--- config.mk ---
export PLATFORM = sky130hd
export DESIGN_NAME = purge_actuator_test_sequencer_top_flat
export DESIGN_NICKNAME = d
export VERILOG_FILES = /design/src/rtl/psts_pkg.sv /design/src/rtl/psts_if.sv /design/src/rtl/purge_actuator_test_sequencer_top.sv /design/src/flat_wrapper.sv
export SDC_FILE = /design/constraint.sdc
export NUM_CORES = 1
export LEC_CHECK = 0
export ABC_CLOCK_PERIOD_IN_PS = 7120
export BUFFER_PORTS_ARGS = -buffer_cell sky130_fd_sc_hd__buf_2
export CAP_MARGIN = 20
export CORE_ASPECT_RATIO = 0.5
export CORE_MARGIN = 10
export CORE_UTILIZATION = 45
export CTS_CLUSTER_DIAMETER = 120
export DETAILED_ROUTE_END_ITERATION = 10
export HOLD_SLACK_MARGIN = 0.12
export PLACE_DENSITY_LB_ADDON = 0.2
export SETUP_SLACK_MARGIN = 0.02
export SYNTH_ARGS = -nofsm -noshare
export SYNTH_HDL_FRONTEND = slang
export SYNTH_SLANG_ARGS = --single-unit
--- constraint.sdc ---
create_clock -name clk_i -period 7.12 [get_ports clk_i]
set_input_delay 0.356 -clock clk_i [delete_from_list [all_inputs] [get_ports clk_i]]
set_output_delay 0.356 -clock clk_i [all_outputs]
set_load 0.05 [all_outputs]
--- src/rtl/psts_pkg.sv ---
// Package: shared widths, register indexes, mode codes and limits of the purge test sequencer.
`default_nettype none
package psts_pkg;

  localparam int unsigned CodeW     = 8;
  localparam int unsigned IntervalW = 8;
  localparam int unsigned TimeCfgW  = 16;
  localparam int unsigned TimeW     = 9;
  localparam int unsigned ModeW     = 2;
  localparam int unsigned PosW      = 8;
  localparam int unsigned ApbDataW  = 32;
  localparam int unsigned ApbAddrW  = 5;
  localparam int unsigned RegIdxW   = 3;

  localparam logic [IntervalW-1:0] IntervalClamp = 8'd250;
  localparam logic [TimeW-1:0]     TimeClamp     = 9'd500;
  localparam logic [PosW-1:0]      PosOpen       = 8'd255;
  localparam logic [PosW-1:0]      PosClosed     = 8'd0;

  // Register indexes, byte address is four times the index.
  localparam logic [RegIdxW-1:0] RegPurgeCode = 3'd0;
  localparam logic [RegIdxW-1:0] RegOnTime    = 3'd1;
  localparam logic [RegIdxW-1:0] RegOffTime   = 3'd2;
  localparam logic [RegIdxW-1:0] RegTotalTime = 3'd3;
  localparam logic [RegIdxW-1:0] RegHoldTime  = 3'd4;

  localparam logic [ModeW-1:0] ModeIdle   = 2'd0;
  localparam logic [ModeW-1:0] ModeOpen   = 2'd1;
  localparam logic [ModeW-1:0] ModeClosed = 2'd2;
  localparam logic [ModeW-1:0] ModeEnd    = 2'd3;

  typedef struct packed {
    logic [ModeW-1:0] test_state;
    logic             power_relay_cmd;
    logic [PosW-1:0]  position_setpoint;
    logic             test_complete;
  } result_t;

endpackage
`default_nettype wire

--- src/rtl/psts_if.sv ---
// Interfaces: valid/ready channels for tick requests and result requests.
`default_nettype none
interface psts_in_if
  import psts_pkg::*;
();
  logic             valid;
  logic             ready;
  logic [CodeW-1:0] test_code;
  logic             service_enable;

  modport source (output valid, output test_code, output service_enable, input ready);
  modport sink   (input valid, input test_code, input service_enable, output ready);
endinterface

interface psts_out_if
  import psts_pkg::*;
();
  logic             valid;
  logic             ready;
  logic [ModeW-1:0] test_state;
  logic             power_relay_cmd;
  logic [PosW-1:0]  position_setpoint;
  logic             test_complete;

  modport source (output valid, output test_state, output power_relay_cmd,
                  output position_setpoint, output test_complete, input ready);
  modport sink   (input valid, input test_state, input power_relay_cmd,
                  input position_setpoint, input test_complete, output ready);
endinterface
`default_nettype wire

--- src/rtl/purge_actuator_test_sequencer_top.sv ---
// Top level: purge actuator test sequencer with APB register port and output register.
//
//   Channel  Dir  Handshake           Payload
//   in_i     in   valid/ready         test_code, service_enable
//   out_o    out  valid/ready         test_state, power_relay_cmd, position_setpoint,
//                                     test_complete
//   APB      in   psel/penable/pready purge_test_code, on_time, off_time, total_time,
//                                     end_hold_time
//
// One request is taken per cycle while in_i.ready is high; its result shows on out_o
// in the cycle after it is taken. The sequencer state and the result register both load at
// the accepting edge. A new request is taken while the result register is empty or being
// drained, so a stall on out_o holds the input only while a result is waiting.
// Reset clears the mode, counters, registers and the result valid bit.
`default_nettype none
module purge_actuator_test_sequencer_top
  import psts_pkg::*;
(
  input  wire logic                clk_i,
  input  wire logic                rst_ni,
  psts_in_if.sink                  in_i,
  psts_out_if.source               out_o,
  input  wire logic                psel,
  input  wire logic                penable,
  input  wire logic                pwrite,
  input  wire logic [ApbAddrW-1:0] paddr,
  input  wire logic [ApbDataW-1:0] pwdata,
  output logic      [ApbDataW-1:0] prdata,
  output logic                     pready
);

  logic [CodeW-1:0]     purge_code_q;
  logic [IntervalW-1:0] on_time_q;
  logic [IntervalW-1:0] off_time_q;
  logic [TimeCfgW-1:0]  total_time_q;
  logic [TimeCfgW-1:0]  hold_time_q;

  logic [ModeW-1:0]     mode_q, mode_d;
  logic [IntervalW-1:0] interval_q, interval_d;
  logic [TimeW-1:0]     total_q, total_d;
  logic [TimeW-1:0]     hold_q, hold_d;

  logic    out_valid_q;
  result_t result_q, result_d;

  logic                 in_fire;
  logic                 enabled;
  logic [RegIdxW-1:0]   reg_idx;
  logic [IntervalW-1:0] on_clamp, off_clamp;
  logic [TimeW-1:0]     total_clamp, hold_clamp;

  assign pready  = 1'b1;
  assign reg_idx = paddr[ApbAddrW-1:2];

  always_ff @(posedge clk_i or negedge rst_ni) begin
    if (!rst_ni) begin
      purge_code_q <= '0;
      on_time_q    <= '0;
      off_time_q   <= '0;
      total_time_q <= '0;
      hold_time_q  <= '0;
    end else if (psel && penable && pwrite) begin
      case (reg_idx)
        RegPurgeCode: purge_code_q <= pwdata[CodeW-1:0];
        RegOnTime:    on_time_q    <= pwdata[IntervalW-1:0];
        RegOffTime:   off_time_q   <= pwdata[IntervalW-1:0];
        RegTotalTime: total_time_q <= pwdata[TimeCfgW-1:0];
        RegHoldTime:  hold_time_q  <= pwdata[TimeCfgW-1:0];
        default: ;
      endcase
    end
  end

  always_comb begin
    case (reg_idx)
      RegPurgeCode: prdata = {{(ApbDataW-CodeW){1'b0}}, purge_code_q};
      RegOnTime:    prdata = {{(ApbDataW-IntervalW){1'b0}}, on_time_q};
      RegOffTime:   prdata = {{(ApbDataW-IntervalW){1'b0}}, off_time_q};
      RegTotalTime: prdata = {{(ApbDataW-TimeCfgW){1'b0}}, total_time_q};
      RegHoldTime:  prdata = {{(ApbDataW-TimeCfgW){1'b0}}, hold_time_q};
      default:      prdata = '0;
    endcase
  end

  assign on_clamp    = (on_time_q > IntervalClamp) ? IntervalClamp : on_time_q;
  assign off_clamp   = (off_time_q > IntervalClamp) ? IntervalClamp : off_time_q;
  assign total_clamp = (total_time_q > {{(TimeCfgW-TimeW){1'b0}}, TimeClamp}) ?
                       TimeClamp : total_time_q[TimeW-1:0];
  assign hold_clamp  = (hold_time_q > {{(TimeCfgW-TimeW){1'b0}}, TimeClamp}) ?
                       TimeClamp : hold_time_q[TimeW-1:0];

  assign in_i.ready = !out_valid_q || out_o.ready;
  assign in_fire    = in_i.valid && in_i.ready;
  assign enabled    = in_i.service_enable && (in_i.test_code == purge_code_q);

  always_comb begin
    mode_d     = mode_q;
    interval_d = interval_q;
    total_d    = total_q;
    hold_d     = hold_q;
    case (mode_q)
      ModeIdle: begin
        if (enabled) begin
          mode_d     = ModeOpen;
          interval_d = on_clamp;
          total_d    = total_clamp;
        end
      end
      ModeOpen, ModeClosed: begin
        if (!enabled) begin
          mode_d = ModeIdle;
        end else if (total_q <= 9'd1) begin
          mode_d = ModeEnd;
          hold_d = hold_clamp;
        end else begin
          // A zero interval reload behaves like one: the phase flips next tick.
          if (interval_q <= 8'd1) begin
            if (mode_q == ModeOpen) begin
              mode_d     = ModeClosed;
              interval_d = off_clamp;
            end else begin
              mode_d     = ModeOpen;
              interval_d = on_clamp;
            end
          end else begin
            interval_d = interval_q - 8'd1;
          end
          total_d = total_q - 9'd1;
        end
      end
      ModeEnd: begin
        // Only an enabled request with the hold count at zero releases the end state.
        if (enabled && hold_q == '0) begin
          mode_d = ModeIdle;
        end else if (hold_q != '0) begin
          hold_d = hold_q - 9'd1;
        end
      end
      default: mode_d = ModeIdle;
    endcase
  end

  // The relay, valve and complete flags follow directly from the mode.
  always_comb begin
    result_d.test_state        = mode_d;
    result_d.power_relay_cmd   = (mode_d == ModeOpen) || (mode_d == ModeClosed);
    result_d.position_setpoint = (mode_d == ModeOpen) ? PosOpen : PosClosed;
    result_d.test_complete     = (mode_d == ModeEnd);
  end

  always_ff @(posedge clk_i or negedge rst_ni) begin
    if (!rst_ni) begin
      mode_q      <= ModeIdle;
      interval_q  <= '0;
      total_q     <= '0;
      hold_q      <= '0;
      out_valid_q <= 1'b0;
    end else begin
      if (in_fire) begin
        mode_q     <= mode_d;
        interval_q <= interval_d;
        total_q    <= total_d;
        hold_q     <= hold_d;
      end
      if (in_fire) begin
        out_valid_q <= 1'b1;
      end else if (out_o.ready) begin
        out_valid_q <= 1'b0;
      end
    end
  end

  always_ff @(posedge clk_i) begin
    if (in_fire) begin
      result_q <= result_d;
    end
  end

  assign out_o.valid             = out_valid_q;
  assign out_o.test_state        = result_q.test_state;
  assign out_o.power_relay_cmd   = result_q.power_relay_cmd;
  assign out_o.position_setpoint = result_q.position_setpoint;
  assign out_o.test_complete     = result_q.test_complete;

endmodule
`default_nettype wire
--- src/flat_wrapper.sv ---
// flat-port wrapper written by rule: the top's interface ports become plain ports
module purge_actuator_test_sequencer_top_flat import psts_pkg::*;
  (clk_i, rst_ni, psel, penable, pwrite, paddr, pwdata, prdata, pready, in_i_valid, in_i_test_code, in_i_service_enable, in_i_ready, out_o_valid, out_o_test_state, out_o_power_relay_cmd, out_o_position_setpoint, out_o_test_complete, out_o_ready);
  psts_in_if in_i_i ();
  psts_out_if out_o_i ();
  input  wire logic clk_i;
  input  wire logic rst_ni;
  input  wire logic psel;
  input  wire logic penable;
  input  wire logic pwrite;
  input  wire logic [ApbAddrW-1:0] paddr;
  input  wire logic [ApbDataW-1:0] pwdata;
  output logic      [ApbDataW-1:0] prdata;
  output logic pready;
  input wire logic [$bits(in_i_i.valid)-1:0] in_i_valid;
  input wire logic [$bits(in_i_i.test_code)-1:0] in_i_test_code;
  input wire logic [$bits(in_i_i.service_enable)-1:0] in_i_service_enable;
  output wire logic [$bits(in_i_i.ready)-1:0] in_i_ready;
  output wire logic [$bits(out_o_i.valid)-1:0] out_o_valid;
  output wire logic [$bits(out_o_i.test_state)-1:0] out_o_test_state;
  output wire logic [$bits(out_o_i.power_relay_cmd)-1:0] out_o_power_relay_cmd;
  output wire logic [$bits(out_o_i.position_setpoint)-1:0] out_o_position_setpoint;
  output wire logic [$bits(out_o_i.test_complete)-1:0] out_o_test_complete;
  input wire logic [$bits(out_o_i.ready)-1:0] out_o_ready;
  assign in_i_i.valid = in_i_valid;
  assign in_i_i.test_code = in_i_test_code;
  assign in_i_i.service_enable = in_i_service_enable;
  assign in_i_ready = in_i_i.ready;
  assign out_o_valid = out_o_i.valid;
  assign out_o_test_state = out_o_i.test_state;
  assign out_o_power_relay_cmd = out_o_i.power_relay_cmd;
  assign out_o_position_setpoint = out_o_i.position_setpoint;
  assign out_o_test_complete = out_o_i.test_complete;
  assign out_o_i.ready = out_o_ready;
  purge_actuator_test_sequencer_top u_core (.clk_i(clk_i), .rst_ni(rst_ni), .in_i(in_i_i), .out_o(out_o_i), .psel(psel), .penable(penable), .pwrite(pwrite), .paddr(paddr), .pwdata(pwdata), .prdata(prdata), .pready(pready));
endmodule
### Yosys cells after proc, flatten, opt, wreduce, memory -nomap -nowiden

Index checks and enable logic that the tools add are counted.

| operators by class | value |
|---|---|
| add/subtract/negate cells | 3 |
| $lt $le $gt $ge | 6 |
| equal/unequal tests | 17 |
| multiplexer cells | 30 |
| reduce and logical (&&, ||, !) cells | 23 |

Operators by type and width:

| kind | count |
|---|---|
| $mux W9 | 9 |
| $pmux W16 S5 | 1 |
| $mux W8 | 8 |
| $pmux W9 S2 | 2 |
| $gt A16 B9 Y1 const B | 2 |
| $sub A9 B1 Y9 const B | 2 |
| $gt A8 B8 Y1 const B | 2 |
| $pmux W8 S2 | 1 |
| $mux W2 | 6 |
| $reduce_and A2 Y1 | 5 |
| $le A9 B1 Y1 const B | 1 |
| $logic_not A9 Y1 | 1 |
| $reduce_bool A9 Y1 | 1 |
| $eq A2 B2 Y1 const B | 4 |
| $eq A8 B8 Y1 | 1 |
| $le A8 B1 Y1 const B | 1 |
| $ne A2 B1 Y1 const B | 4 |
| $sub A8 B1 Y8 const B | 1 |
| $eq A3 B2 Y1 const B | 2 |
| $pmux W2 S3 | 1 |
| $reduce_and A6 Y1 | 1 |
| $reduce_bool A2 Y1 | 3 |
| $logic_and A1 B1 Y1 | 5 |
| $reduce_and A5 Y1 | 1 |
| other kinds (10) | 14 |

| word-level totals | value |
|---|---|
| register bits | 97 |
| word-level logic and storage cells | 93 |

### Depth between registers and ports, before layout

Gate-level depths: netlist of the first run.

| logic depth | value |
|---|---|
| depth after elaboration | 8 |
| depth in mapped cells | 10 |
| depth with buffers taken out | 9 |

### Worst setup path after synthesis of the first run

OpenSTA, ideal clock, no wires.

| path | value |
|---|---|
| path type | flip-flop to flip-flop |
| from | register u_core.out_valid_q, in the netlist u_core.out_o.valid |
| to | register u_core.interval_q[1] |
| setup time | 0.096 ns |
| arrival time | 2.245 ns |
| data required time | 7.024 ns |
| path slack | 4.780 ns |
| stages on the path, launching flop included | 6 |
| period minus slack after synthesis | 2.340 ns |
| cell sequence | dfrtp_1 > nand2b_1 > nand2_1 > a211oi_1 > nand2_1 > o31ai_1 |

| on the way | value |
|---|---|
| word-level cells in the longest chain between the ends | 4 |

Ends and longest elaborated chain:

| item | line | source |
|---|---|---|
| start: declaration | purge_actuator_test_sequencer_top.sv:43 | `logic out_valid_q;` |
| start signal: assignment | purge_actuator_test_sequencer_top.sv:157 | `out_valid_q <= 1'b0;` |
| start signal: assignment | purge_actuator_test_sequencer_top.sv:166 | `out_valid_q <= 1'b1;` |
| start signal: assignment | purge_actuator_test_sequencer_top.sv:168 | `out_valid_q <= 1'b0;` |
| $logic_not A1 Y1 | purge_actuator_test_sequencer_top.sv:92 | `assign in_i.ready = !out_valid_q \|\| out_o.ready;` |
| $logic_or A1 B1 Y1 | purge_actuator_test_sequencer_top.sv:92 |  |
| named net in_i_ready | flat_wrapper.sv:18 | `output wire logic [$bits(in_i_i.ready)-1:0] in_i_ready;` |
| $logic_and A1 B1 Y1 | purge_actuator_test_sequencer_top.sv:93 | `assign in_fire = in_i.valid && in_i.ready;` |
| $reduce_and A5 Y1 (no source line) | n/a |  |
| end signal: assignment | purge_actuator_test_sequencer_top.sv:161 | `interval_q <= interval_d;` |
| end: declaration | purge_actuator_test_sequencer_top.sv:39 | `logic [IntervalW-1:0] interval_q, interval_d;` |

The timed path passes the listed nets, and every way through them passes these cells.
A chain may end at the register's enable or synchronous reset.

==> results of run 1 <==
critical path: cells and delay by family, from the launching register on:
kind	cells	cell delay [ps]
AND/OR/NAND/NOR	3	1400
buffers and inverters	1	40
AO/OA/AOI/OAI	2	280
adder cells (fa/ha/maj)	1	290
flip-flops	1	460
layout make-up:
cell class / count / share of cell area
Clock buffer: 10 / 0.0376
Clock inverter: 6 / 0.0185
Inverter: 17 / 0.0105
Multi-Input combinational cell: 382 / 0.464
Sequential cell: 90 / 0.374
Tap cell: 165 / 0.0339
Timing Repair Buffer: 70 / 0.0609
report_power, final:
group          internal, mW  switching (mW)  leakage (nW)
Clock                 0.345           0.205         0.167
Sequential            0.611           0.110          1.14
Combinational         0.194           0.323          1.38
worst max path at each step:
stage,end,startpoint,cells past startpoint,slack [ps]
2_1_floorplan,u_core.interval_q[1],u_core.out_o.valid,5,4780
3_3_place_gp,u_core.out_o.power_relay_cmd,u_core.interval_q[2],7,4410
3_5_place_dp,u_core.out_o.power_relay_cmd,u_core.interval_q[2],7,4410
4_1_cts,u_core.out_o.power_relay_cmd,u_core.interval_q[2],7,4410
5_1_grt,u_core.out_o.power_relay_cmd,u_core.interval_q[2],7,4180
6_report,u_core.out_o.power_relay_cmd,u_core.interval_q[2],7,4420
layout by cell type, fill, tap and decap left out, drive strengths merged, types with 4 or more instances in the layout:
cell,netlist,final
conb,2,17
o31ai,11,11
a211oi,7,7
nor4,11,11
nand3,17,17
o21ai,17,17
o22ai,11,11
o211ai,6,6
a21oi,22,22
nor3b,5,5
inv,17,19
a22o,10,10
nor3,13,13
nand4,6,6
buf,32,69
or3,6,6
clkbuf,14,10
o2bb2ai,7,7
xnor2,8,8
edfxtp,5,5
nand2b,4,4
a31oi,5,5
and3,4,4
mux2i,17,17
dfrtp,85,85
mux2,62,62
or2,5,5
ha,12,12
o41ai,6,6
nand2,27,27
nor2,27,27
state kept, by name (all words and copies together) (netlist names):
register                        cells
u_core.hold_q                       9
u_core.hold_time_q                 16
u_core.interval_q                   8
u_core.mode_q                       2
u_core.off_time_q                   8
u_core.on_time_q                    8
u_core.out_o.position_setpoint      1
u_core.out_o.power_relay_cmd        1
u_core.out_o.test_complete          1
u_core.out_o.test_state             2
u_core.out_o.valid                  1
u_core.purge_code_q                 8
u_core.total_q                      9
u_core.total_time_q                16
logic make-up (layout without fill, tap and decap cells):
logic type                 count (synthesis)  in the layout
adders and majority gates                 12             12
xor gates and xnor gates                  11             11
other                                      2             17
and+or+nand+nor                          141            141
AOI/OAI and AO/OA                        122            122
muxes                                     79             79
buffers and inverters                     63            103
DFF                                       90             90
metrics by stage:
stage | instance area [um^2] | hold slack, ps | utilization
global route | 6090 | 217 | 0.517
floorplan | 5440 | 60.4 | -
finish | 6090 | 225 | 0.517
CTS | 6090 | 215 | 0.517
detailed placement | 5730 | 251 | 0.487
global placement | 5730 | 246 | 0.487
layer usage:
layer	GRT usage	vias up
li1	-	2017
met1	0.235	2100
met2	0.232	156
met3	0.0593	15
met4	0.0376	0
met5	0	-
timing repair:
| action | in CTS | in global routing |
|---|---|---|
| setup endpoints to repair | 0 | 0 |
| hold buffers | 1 | 0 |
| hold endpoints to repair | 19 | 0 |
==> results.md, run 1 <==
* Status: completed
* Post-Synth Adder-Cell Area at 0.0279
* Num CTS Buffers at 9
* Final Net Count at 635
* Die Width at 175 um
* First-pass GRT wire length at 23,000 um
* Register bit total from synthesis at 90
* Startpoint types: flop
* DP Wirelength at 10,500 um
* CTS Sinks at 90
* Power density over the cells at 294 nW/um^2
* Initial drt markers at 309
* Via Count at 4,288
* Largest net degree at the start of global routing at 67
* Residual DRC at 0
* Asr flop ratio synth at 0.944
* Grt ovf at 0
* Syn. warnings at 0
* Compound-Gate Fraction of Synth Area at 0.160
* Mapped cell area at 5390 um^2
* Mapped Cells at 520
* Antenna diode count at 0
* Fmax at 370 MHz
* Delay of the slowest critical-path stage at 660 ps
* Drt wl/cell at 19.1 um
* CTS max path bufs at 2
* Least-Margin Pin Slew at 947 ps
* Post-synth EDFFs at 5
* Vias per Instance at 5.79
* Antenna violations before repair at 0
* CTS resizes at 0
* H-tree depth at 3
* Slew Limit Fails at 0
* Non-filler cells, final at 740
* Clock Latency Late Sink at 340 ps
* Post-route ant nets at 0
* Multi-input gate area at 2830 um^2
* Synth top area share at 0.395
* Worst path slowest cell: nor4_1
* Setup WS post-layout at 4420 ps
* Post-synth top cells: dfrtp_1 (85), mux2_2 (60), nand2_1 (27)
* Drt pass-1 iters at 5
* Most used DFF post-synth: dfrtp_1
* Overall routing resource usage at 0.165
* Register area share after synthesis at 0.423
* Die area at 17,000 um^2
* Flop2flop setup slack at 4420 ps
* Multiplexer area fraction after synthesis at 0.163
* Hold depth at 2
* DRT Wirelength at 14,100 um
* Quantity of I/O buffers inserted on ports at 64
* Leading area contributor after synthesis: dfrtp_1
* Share of layout cells above drive strength 1 at 0.278
* Die Y-Extent at 97.4 um
* Clk root buf: clkbuf_16
* Crit share post-route at 0.379
* Maxcap violations at 0
* RePlAce Congestion at 0.888
* Main combinational cell family by area after synthesis: multiplexers
* Max_slew headroom at 0.365
* FF+latch area at 2280 um^2
* Hold worst-path end: u_core.out_o.valid
* Worst r2r src: u_core.interval_q[2]
* TritonCTS clock tree: done
* Clock transition at path regs at 60 ps
* Critical path arrival at 2810 ps
* WL met2 at 6110 um
* Power Total at 1.79 mW
* Setup violators final at 0
* Wire length on met1 at 6650 um
* Worst Path Required at 7230 ps
* Final Hold Fails at 0
* Pre-CTS setup slack at 4410 ps
* Worst hold path class: primary input to flop
* LEAKAGE at 2.69 nW
* Critical path fanouts, max at 7
* Initial core utilization at 0.457
* RSZ-0062 raised after global routing: no
* Clk_skew at 4.99 ps
* Synth area leaders: dfrtp_1 (39%), mux2_2 (13%), buf_4 (3.3%)
* Core Region at 11,800 um^2
* Inst Count DP at 723
* Fill count at 1,078
* Synthesized area per cell at 10.4 um^2
* Peak supply drop at 151 uV
* Setup Buffers After CTS at 0
* R2R cell count at 7
* Max Used Layer: met4
* Post-layout minimum cycle time at 2700 ps
* Number of global-route vias before repair at 4,142
* CP cell instances: nor4_1 > nand4_1 > o21ai_0 > a211oi_1 > or2_2 > ha_1 > inv_1
* Layout area overhead at 13.0%
* Io pins at 100
* Met3 wire len at 1230 um
* Most common cell in the netlist: dfrtp_1
* Synth unique cells at 64
* Crit path kind: flop to flop
* R2r endpoint: u_core.out_o.power_relay_cmd
* Post-Synth Simple-Gate Area at 0.144
* Std-Cell Rows at 28
* CP Capture Type: flop
* Setup_tns at 0 ps
* Worst hold start: in_i_valid
* Post-synthesis xor/xnor area fraction at 0.0179
Power figures use the tool's default switching activity.
==> run 2: changes to the inputs <==
ABC_CLOCK_PERIOD_IN_PS = 2700   (was 7120)
clock period = 2.7 ns   (was 7.12 ns; I/O delays follow)
==> run 2 against run 1 <==
Compared with the run above: sequential share of layout area shrank 1.5 points; flip-flop and latch count is the same; utilization grew 2.2 points; fmax grew 11%; critical endpoint unchanged; worst hold slack lost 89 ps; routed wire length grew 1.6%; combinational power grew to 2.8 times the previous value; via count grew 2.1%; clock-buffer cell count shrank 1; final cell count grew 4.3%.
==> results.md, run 2 (synthesis results as in run 1) <==
* R2R cell count at 7 (unchanged)
* Initial drt markers at 355 (+15%)
* Io pins at 100 (unchanged)
* Post-route ant nets at 0 (unchanged)
* Max_slew headroom at 0.469 (+0.105)
* Die Width at 175 um (unchanged)
* Num CTS Buffers at 9 (unchanged)
* Clk_skew at 9.39 ps (+4.40 ps)
* Hold depth at 2 (unchanged)
* Met3 GRT Util at 0.0458 (-0.0136)
* Flop2flop setup slack at 260 ps (-4160 ps)
* Residual DRC at 0 (unchanged)
* Share of layout cells above drive strength 1 at 0.293 (+0.0150)
* Inst Count DP at 738 (+2.1%)
* Vias per Instance at 5.67 (-2.1%)
* Setup_tns at 0 ps (unchanged)
* FF+latch area at 2280 um^2 (unchanged)
* Grt ovf at 0 (unchanged)
* CP Buf/Inv Count at 1 (unchanged)
* CTS max path bufs at 2 (unchanged)
* Largest regs: u_core.hold_time_q x16, u_core.total_time_q x16
* Maxcap violations at 0 (unchanged)
* Drt wl/cell at 18.6 um (-2.6%)
* Quantity of I/O buffers inserted on ports at 64 (unchanged)
* Crit path kind: flop to flop
* Setup violators final at 0 (unchanged)
* Clk root buf: clkbuf_16
* Least-Margin Pin Slew at 793 ps (-155 ps)
* Met2 Usage GRT at 0.244 (+0.0114)
* CP cell instances: xnor2_1 > nand2_1 > or3_1 > o221ai_1 > and2_1 > ha_1 > inv_1
* Fmax at 409 MHz (+11%)
* Power density over the cells at 721 nW/um^2 (+150%)
* Drt pass-1 iters at 6 (+1)
* Setup Buffers After CTS at 0 (unchanged)
* Clock Latency Late Sink at 340 ps (about the same)
* Status: completed
* Number of global-route vias before repair at 4,231 (+2.1%)
* R2r endpoint: u_core.out_o.power_relay_cmd
* Crit share post-route at 0.905 (+0.526)
* Top Family by Delay on Critical Path: simple AND/OR/NAND/NOR gates
* Largest net degree at the start of global routing at 86 (+28%)
* Layout area overhead at 17.8%
* Worst hold start: pwdata[2]
* Met1 track demand over resource at 0.239 (+0.00418)
* Commonest non-fill, non-tap cells in the layout: dfrtp_1 (85), buf_2 (63), mux2_2 (60)
* H-tree depth at 3 (unchanged)
* Antenna diode count at 0 (unchanged)
* Overall routing resource usage at 0.167 (+0.00130)
* Post-layout minimum cycle time at 2440 ps (-258 ps)
* Initial core utilization at 0.457 (unchanged)
* Die Y-Extent at 97.4 um (unchanged)
* Peak supply drop at 386 uV (+160%)
* Clock transition at path regs at 70 ps (about the same)
* GRT busiest layer: met2
* Final Hold Fails at 0 (unchanged)
* Std-Cell Rows at 28 (unchanged)
* Non-filler cells, final at 772 (+4.3%)
* Final Net Count at 667 (+5.0%)
* RSZ-0062 raised after global routing: yes
* Antenna violations before repair at 0 (unchanged)
* Startpoint types: flop
* CTS Sinks at 90 (unchanged)
* Critical path fanouts, max at 9 (+2)
* First-pass GRT wire length at 23,300 um (+1.3%)
* Slew Limit Fails at 0 (unchanged)
* DRT Wirelength at 14,300 um (+1.6%)
* Worst setup path startpoint: u_core.purge_code_q[3]
* Core Region at 11,800 um^2 (unchanged)
* Fill count at 1,072 (-0.56%)
* Critical path arrival at 2660 ps (-150 ps)
* LEAKAGE at 2.82 nW (+5.0%)
* DP Wirelength at 10,700 um (+1.6%)
* Worst r2r src: u_core.purge_code_q[3]
* RePlAce Congestion at 0.912 (+2.8%)
* Hold worst-path end: u_core.hold_time_q[2]
* CP Capture Type: flop
* Worst path slowest cell: or3_1
* Via Count at 4,379 (+2.1%)
* TritonCTS clock tree: done
* Multi-input gate area at 2850 um^2 (+0.71%)
* Most common cell after layout, fill and taps aside: dfrtp_1
* Die area at 17,000 um^2 (unchanged)
* Worst Path Required at 2920 ps (-4310 ps)
* Delay of the slowest critical-path stage at 580 ps (-80 ps)
* Worst hold path class: primary input to flop
-- run 2: through the flow --
| step | power (mW) | area, um^2 | setup slack, ps | hold slack, ps | utilization |
|---|---|---|---|---|---|
| after detailed placement | 3.31 | 5860 | 110 | 214 | 0.498 |
| after global placement | 3.29 | 5860 | 141 | 214 | 0.498 |
| after CTS | 4.56 | 6320 | 105 | 126 | 0.537 |
| after global routing | 4.83 | 6340 | 8.77 | 129 | 0.539 |
| final | 4.57 | 6340 | 257 | 136 | 0.539 |
| after floorplan | 2.88 | 5440 | 360 | -161 | - |
-- run 2: report_power, final --
part / switching (mW) / total, mW / internal, mW / leakage [nW]
Combinational: 0.873 / 1.46 / 0.582 / 1.54
Clock: 0.580 / 1.22 / 0.641 / 0.139
Sequential: 0.284 / 1.89 / 1.61 / 1.14
Total: 1.74 / 4.57 / 2.83 / 2.82
-- run 2: layer usage --
| layer | vias up | share of wire |
|---|---|---|
| met4 | 0 | 0.0076 |
| met2 | 150 | 0.43 |
| met1 | 2131 | 0.49 |
| li1 | 2086 | - |
| met5 | - | 0 |
| met3 | 12 | 0.078 |
-- run 2: timing repair --
item,CTS,global route
gates resized for setup,0,3
endpoints found under the setup margin,0,9
hold buffers,18,0
hold endpoints to repair,131,0
-- run 2: how the worst max path moves through the flow --
| stage | endpoint | slack [ps] | cells past startpoint |
|---|---|---|---|
| 2_1_floorplan | u_core.interval_q[1] | 360 | 5 |
| 3_3_place_gp | u_core.total_q[2] | 140 | 7 |
| 3_5_place_dp | u_core.hold_q[1] | 110 | 6 |
| 4_1_cts | u_core.hold_q[1] | 110 | 6 |
| 5_1_grt | u_core.total_q[2] | 9 | 7 |
| 6_report | u_core.out_o.power_relay_cmd | 260 | 7 |
-- run 2: cell type report --
type                            instances  area share
Clock buffer                            9      0.0355
Multi-Input combinational cell        382       0.449
Tap cell                              165      0.0325
Sequential cell                        90       0.359
Timing Repair Buffer                  102       0.105
Inverter                               17      0.0101
Clock inverter                          7     0.00927
-- run 2: worst reg2reg max path, delay by kind of cell, from the launching register on --
family / cells / cell delay [ps]
AOI/OAI and AO/OA: 1 / 350
xor gates and xnor gates: 1 / 320
and+or+nand+nor: 3 / 970
buffers and inverters: 1 / 50
DFF: 1 / 400
adders and majority gates: 1 / 220
==> run 3: changes to the inputs <==
CELL_PAD_IN_SITES_DETAIL_PLACEMENT = 0   (was default)
CELL_PAD_IN_SITES_GLOBAL_PLACEMENT = 1   (was default)
CORE_UTILIZATION = 44   (was 45)
==> run 3 against run 2 <==
Compared with the run above: clock power grew 15%; flip-flop and latch count did not move; largest power group unchanged; setup slack lost 40 ps; clock-buffer cell count up 1; routed wire length grew 3.0%; global-route usage grew 0.40 points; via count fell by 0.71%; die area is 1.9% higher.
==> results.md, run 3 (synthesis results as in run 1) <==
* Antenna diode count at 0 (unchanged)
* R2r endpoint: u_core.out_o.power_relay_cmd
* Final Net Count at 665 (-0.30%)
* Final core utilization at 0.534 (-0.00445)
* Overall routing resource usage at 0.171 (+0.00403)
* Share of layout cells above drive strength 1 at 0.296 (+0.00262)
* Seq pwr share at 0.400 (-0.014)
* Commonest non-fill, non-tap cells in the layout: dfrtp_1 (85), buf_2 (63), mux2_2 (60)
* Setup_tns at 0 ps (unchanged)
* Number of global-route vias before repair at 4,355 (+2.9%)
* Clock transition at path regs at 70 ps (about the same)
* Clock Latency Late Sink at 350 ps (about the same)
* Maxcap violations at 0 (unchanged)
* Grt ovf at 0 (unchanged)
* Inst Count DP at 740 (+0.27%)
* DP Wirelength at 11,100 um (+4.4%)
* Fin Hold WS at 129 ps (-7.03 ps)
* CP Capture Type: flop
* WL met2 at 6410 um (+4.7%)
* CTS max path bufs at 2 (unchanged)
* Least-Margin Pin Slew at 771 ps (-21.7 ps)
* Final Hold Fails at 0 (unchanged)
* Multi-input gate area at 2830 um^2 (-0.48%)
* Max_slew headroom at 0.486 (+0.0168)
* Cell Area, Placed at 5870 um^2 (+0.26%)
* Met3 wire len at 960 um (-14%)
* Clk root buf: clkbuf_16
* Critical path arrival at 2590 ps (-70 ps)
* Clock power share at 0.297 (+0.030)
* Status: completed
* Die area at 17,300 um^2 (+1.9%)
* Layout area overhead at 17.9% (about the same)
* Crit path depth at 9 (+2)
* Top Family by Delay on Critical Path: simple AND/OR/NAND/NOR gates
* H-tree depth at 3 (unchanged)
* P_int at 3.02 mW (+6.6%)
* Std-Cell Rows at 28 (unchanged)
* Critical path fanouts, max at 4 (-5)
* Die Width at 176 um (+1.0%)
* RSZ-0062 raised after global routing: no
* Drt wl/cell at 19.2 um (+3.3%)
* Worst Path Required at 2800 ps (-120 ps)
* Worst hold start: pwdata[5]
* Flop2flop setup slack at 220 ps (-40 ps)
* Quantity of I/O buffers inserted on ports at 64 (unchanged)
* Most common cell after layout, fill and taps aside: dfrtp_1
* Initial drt markers at 233 (-34%)
* Largest regs: u_core.hold_time_q x16, u_core.total_time_q x16
* Startpoint types: flop
* Clk_skew at 8.66 ps (-0.725 ps)
* R2R cell count at 9 (+2)
* Num CTS Buffers at 9 (unchanged)
* FF+latch area at 2280 um^2 (unchanged)
* CTS Sinks at 90 (unchanged)
* Antenna violations before repair at 1 (+1)
* Die Y-Extent at 98.2 um (+0.89%)
* Sw Pwr at 1.71 mW (-1.8%)
* RePlAce Congestion at 0.873 (-4.3%)
* Power Total at 4.73 mW (+3.4%)
* Power density over the cells at 745 nW/um^2 (+3.3%)
* Setup violators final at 0 (unchanged)
* Drt pass-1 iters at 5 (-1)
* Worst hold path class: primary input to flop
* Hold depth at 2 (unchanged)
* Post-route ant nets at 0 (unchanged)
* Residual DRC at 0 (unchanged)
* Worst r2r src: u_core.hold_q[0]
* Crit path kind: flop to flop
* Via Count at 4,348 (-0.71%)
* Fill count at 1,103 (+2.9%)
* DRT Wirelength at 14,800 um (+3.0%)
* LEAKAGE at 2.82 nW (+0.14%)
* First-pass GRT wire length at 23,900 um (+2.5%)
* Setup WS post-layout at 217 ps (-40.0 ps)
* Core Region at 11,900 um^2 (+0.89%)
* Setup Buffers After CTS at 0 (unchanged)
* Delay of the slowest critical-path stage at 410 ps (-170 ps)
* TritonCTS clock tree: done
* Comb pwr share at 0.303 (-0.015)
* Post-route cell area at 6350 um^2 (about the same)
* CP Buf/Inv Count at 2 (+1)
* Initial core utilization at 0.453 (-0.00405)
* Peak supply drop at 315 uV (-18%)
* Io pins at 100 (unchanged)
* CP cell instances: inv_1 > ha_1 > nor4b_2 > nand4_1 > o31ai_1 > a21oi_1 > or2_2 > ha_1 > inv_1
* Worst path slowest cell: dfrtp_1
* Slew Limit Fails at 0 (unchanged)
* Pre-CTS setup slack at 178 ps (+68.5 ps)
* Switching Share at 0.361 (-0.0191)
* Max Used Layer: met4
* Non-filler cells, final at 770 (-0.26%)
* Largest net degree at the start of global routing at 56 (-35%)
* Vias per Instance at 5.65 (-0.45%)
* Post-layout minimum cycle time at 2480 ps (+40.0 ps)
* Hold worst-path end: u_core.hold_time_q[5]
* Wire length on met1 at 7290 um (+4.3%)
* Fmax at 403 MHz (-1.6%)
* Crit share post-route at 0.920 (+0.0148)
==> run 3: per-layer routing <==
layer	up-vias	track usage
met5	-	0
li1	2083	-
met1	2155	0.239
met2	97	0.259
met3	13	0.0427
met4	0	0.0411
==> run 3: what timing repair did <==
action | in CTS | in global routing
setup endpoints to repair | 0 | 2
endpoints found under the hold margin | 86 | 0
hold buffers | 14 | 0
resized for setup | 0 | 1
==> run 3: power by group through the flow <==
| stage | Sequential (mW) | Combinational [mW] | Clock [mW] |
|---|---|---|---|
| 5_1_grt | 1.92 | 1.58 | 1.46 |
| 3_5_place_dp | 1.91 | 1.41 | 0 |
| 3_3_place_gp | 1.90 | 1.39 | 0 |
| 4_1_cts | 1.88 | 1.43 | 1.43 |
| 2_1_floorplan | 1.84 | 1.04 | 0 |
| 6_report | 1.89 | 1.43 | 1.40 |
==> run 3: area by class of cell <==
class                      instances  area share
multi-input combinational        382       0.446
sequential                        90       0.359
timing repair buffer             100       0.101
clock buffer                      10      0.0377
tap                              165      0.0325
clock inverter                     6      0.0138
inverter                          17      0.0101
==> run 3: worst max path at each step <==
| stage | startpoint | endpoint |
|---|---|---|
| 2_1_floorplan | u_core.out_o.valid | u_core.interval_q[1] |
| 3_3_place_gp | u_core.hold_q[0] | u_core.out_o.power_relay_cmd |
| 3_5_place_dp | u_core.hold_q[0] | u_core.out_o.power_relay_cmd |
| 4_1_cts | u_core.hold_q[0] | u_core.out_o.power_relay_cmd |
| 5_1_grt | u_core.hold_q[0] | u_core.out_o.power_relay_cmd |
| 6_report | u_core.hold_q[0] | u_core.out_o.power_relay_cmd |
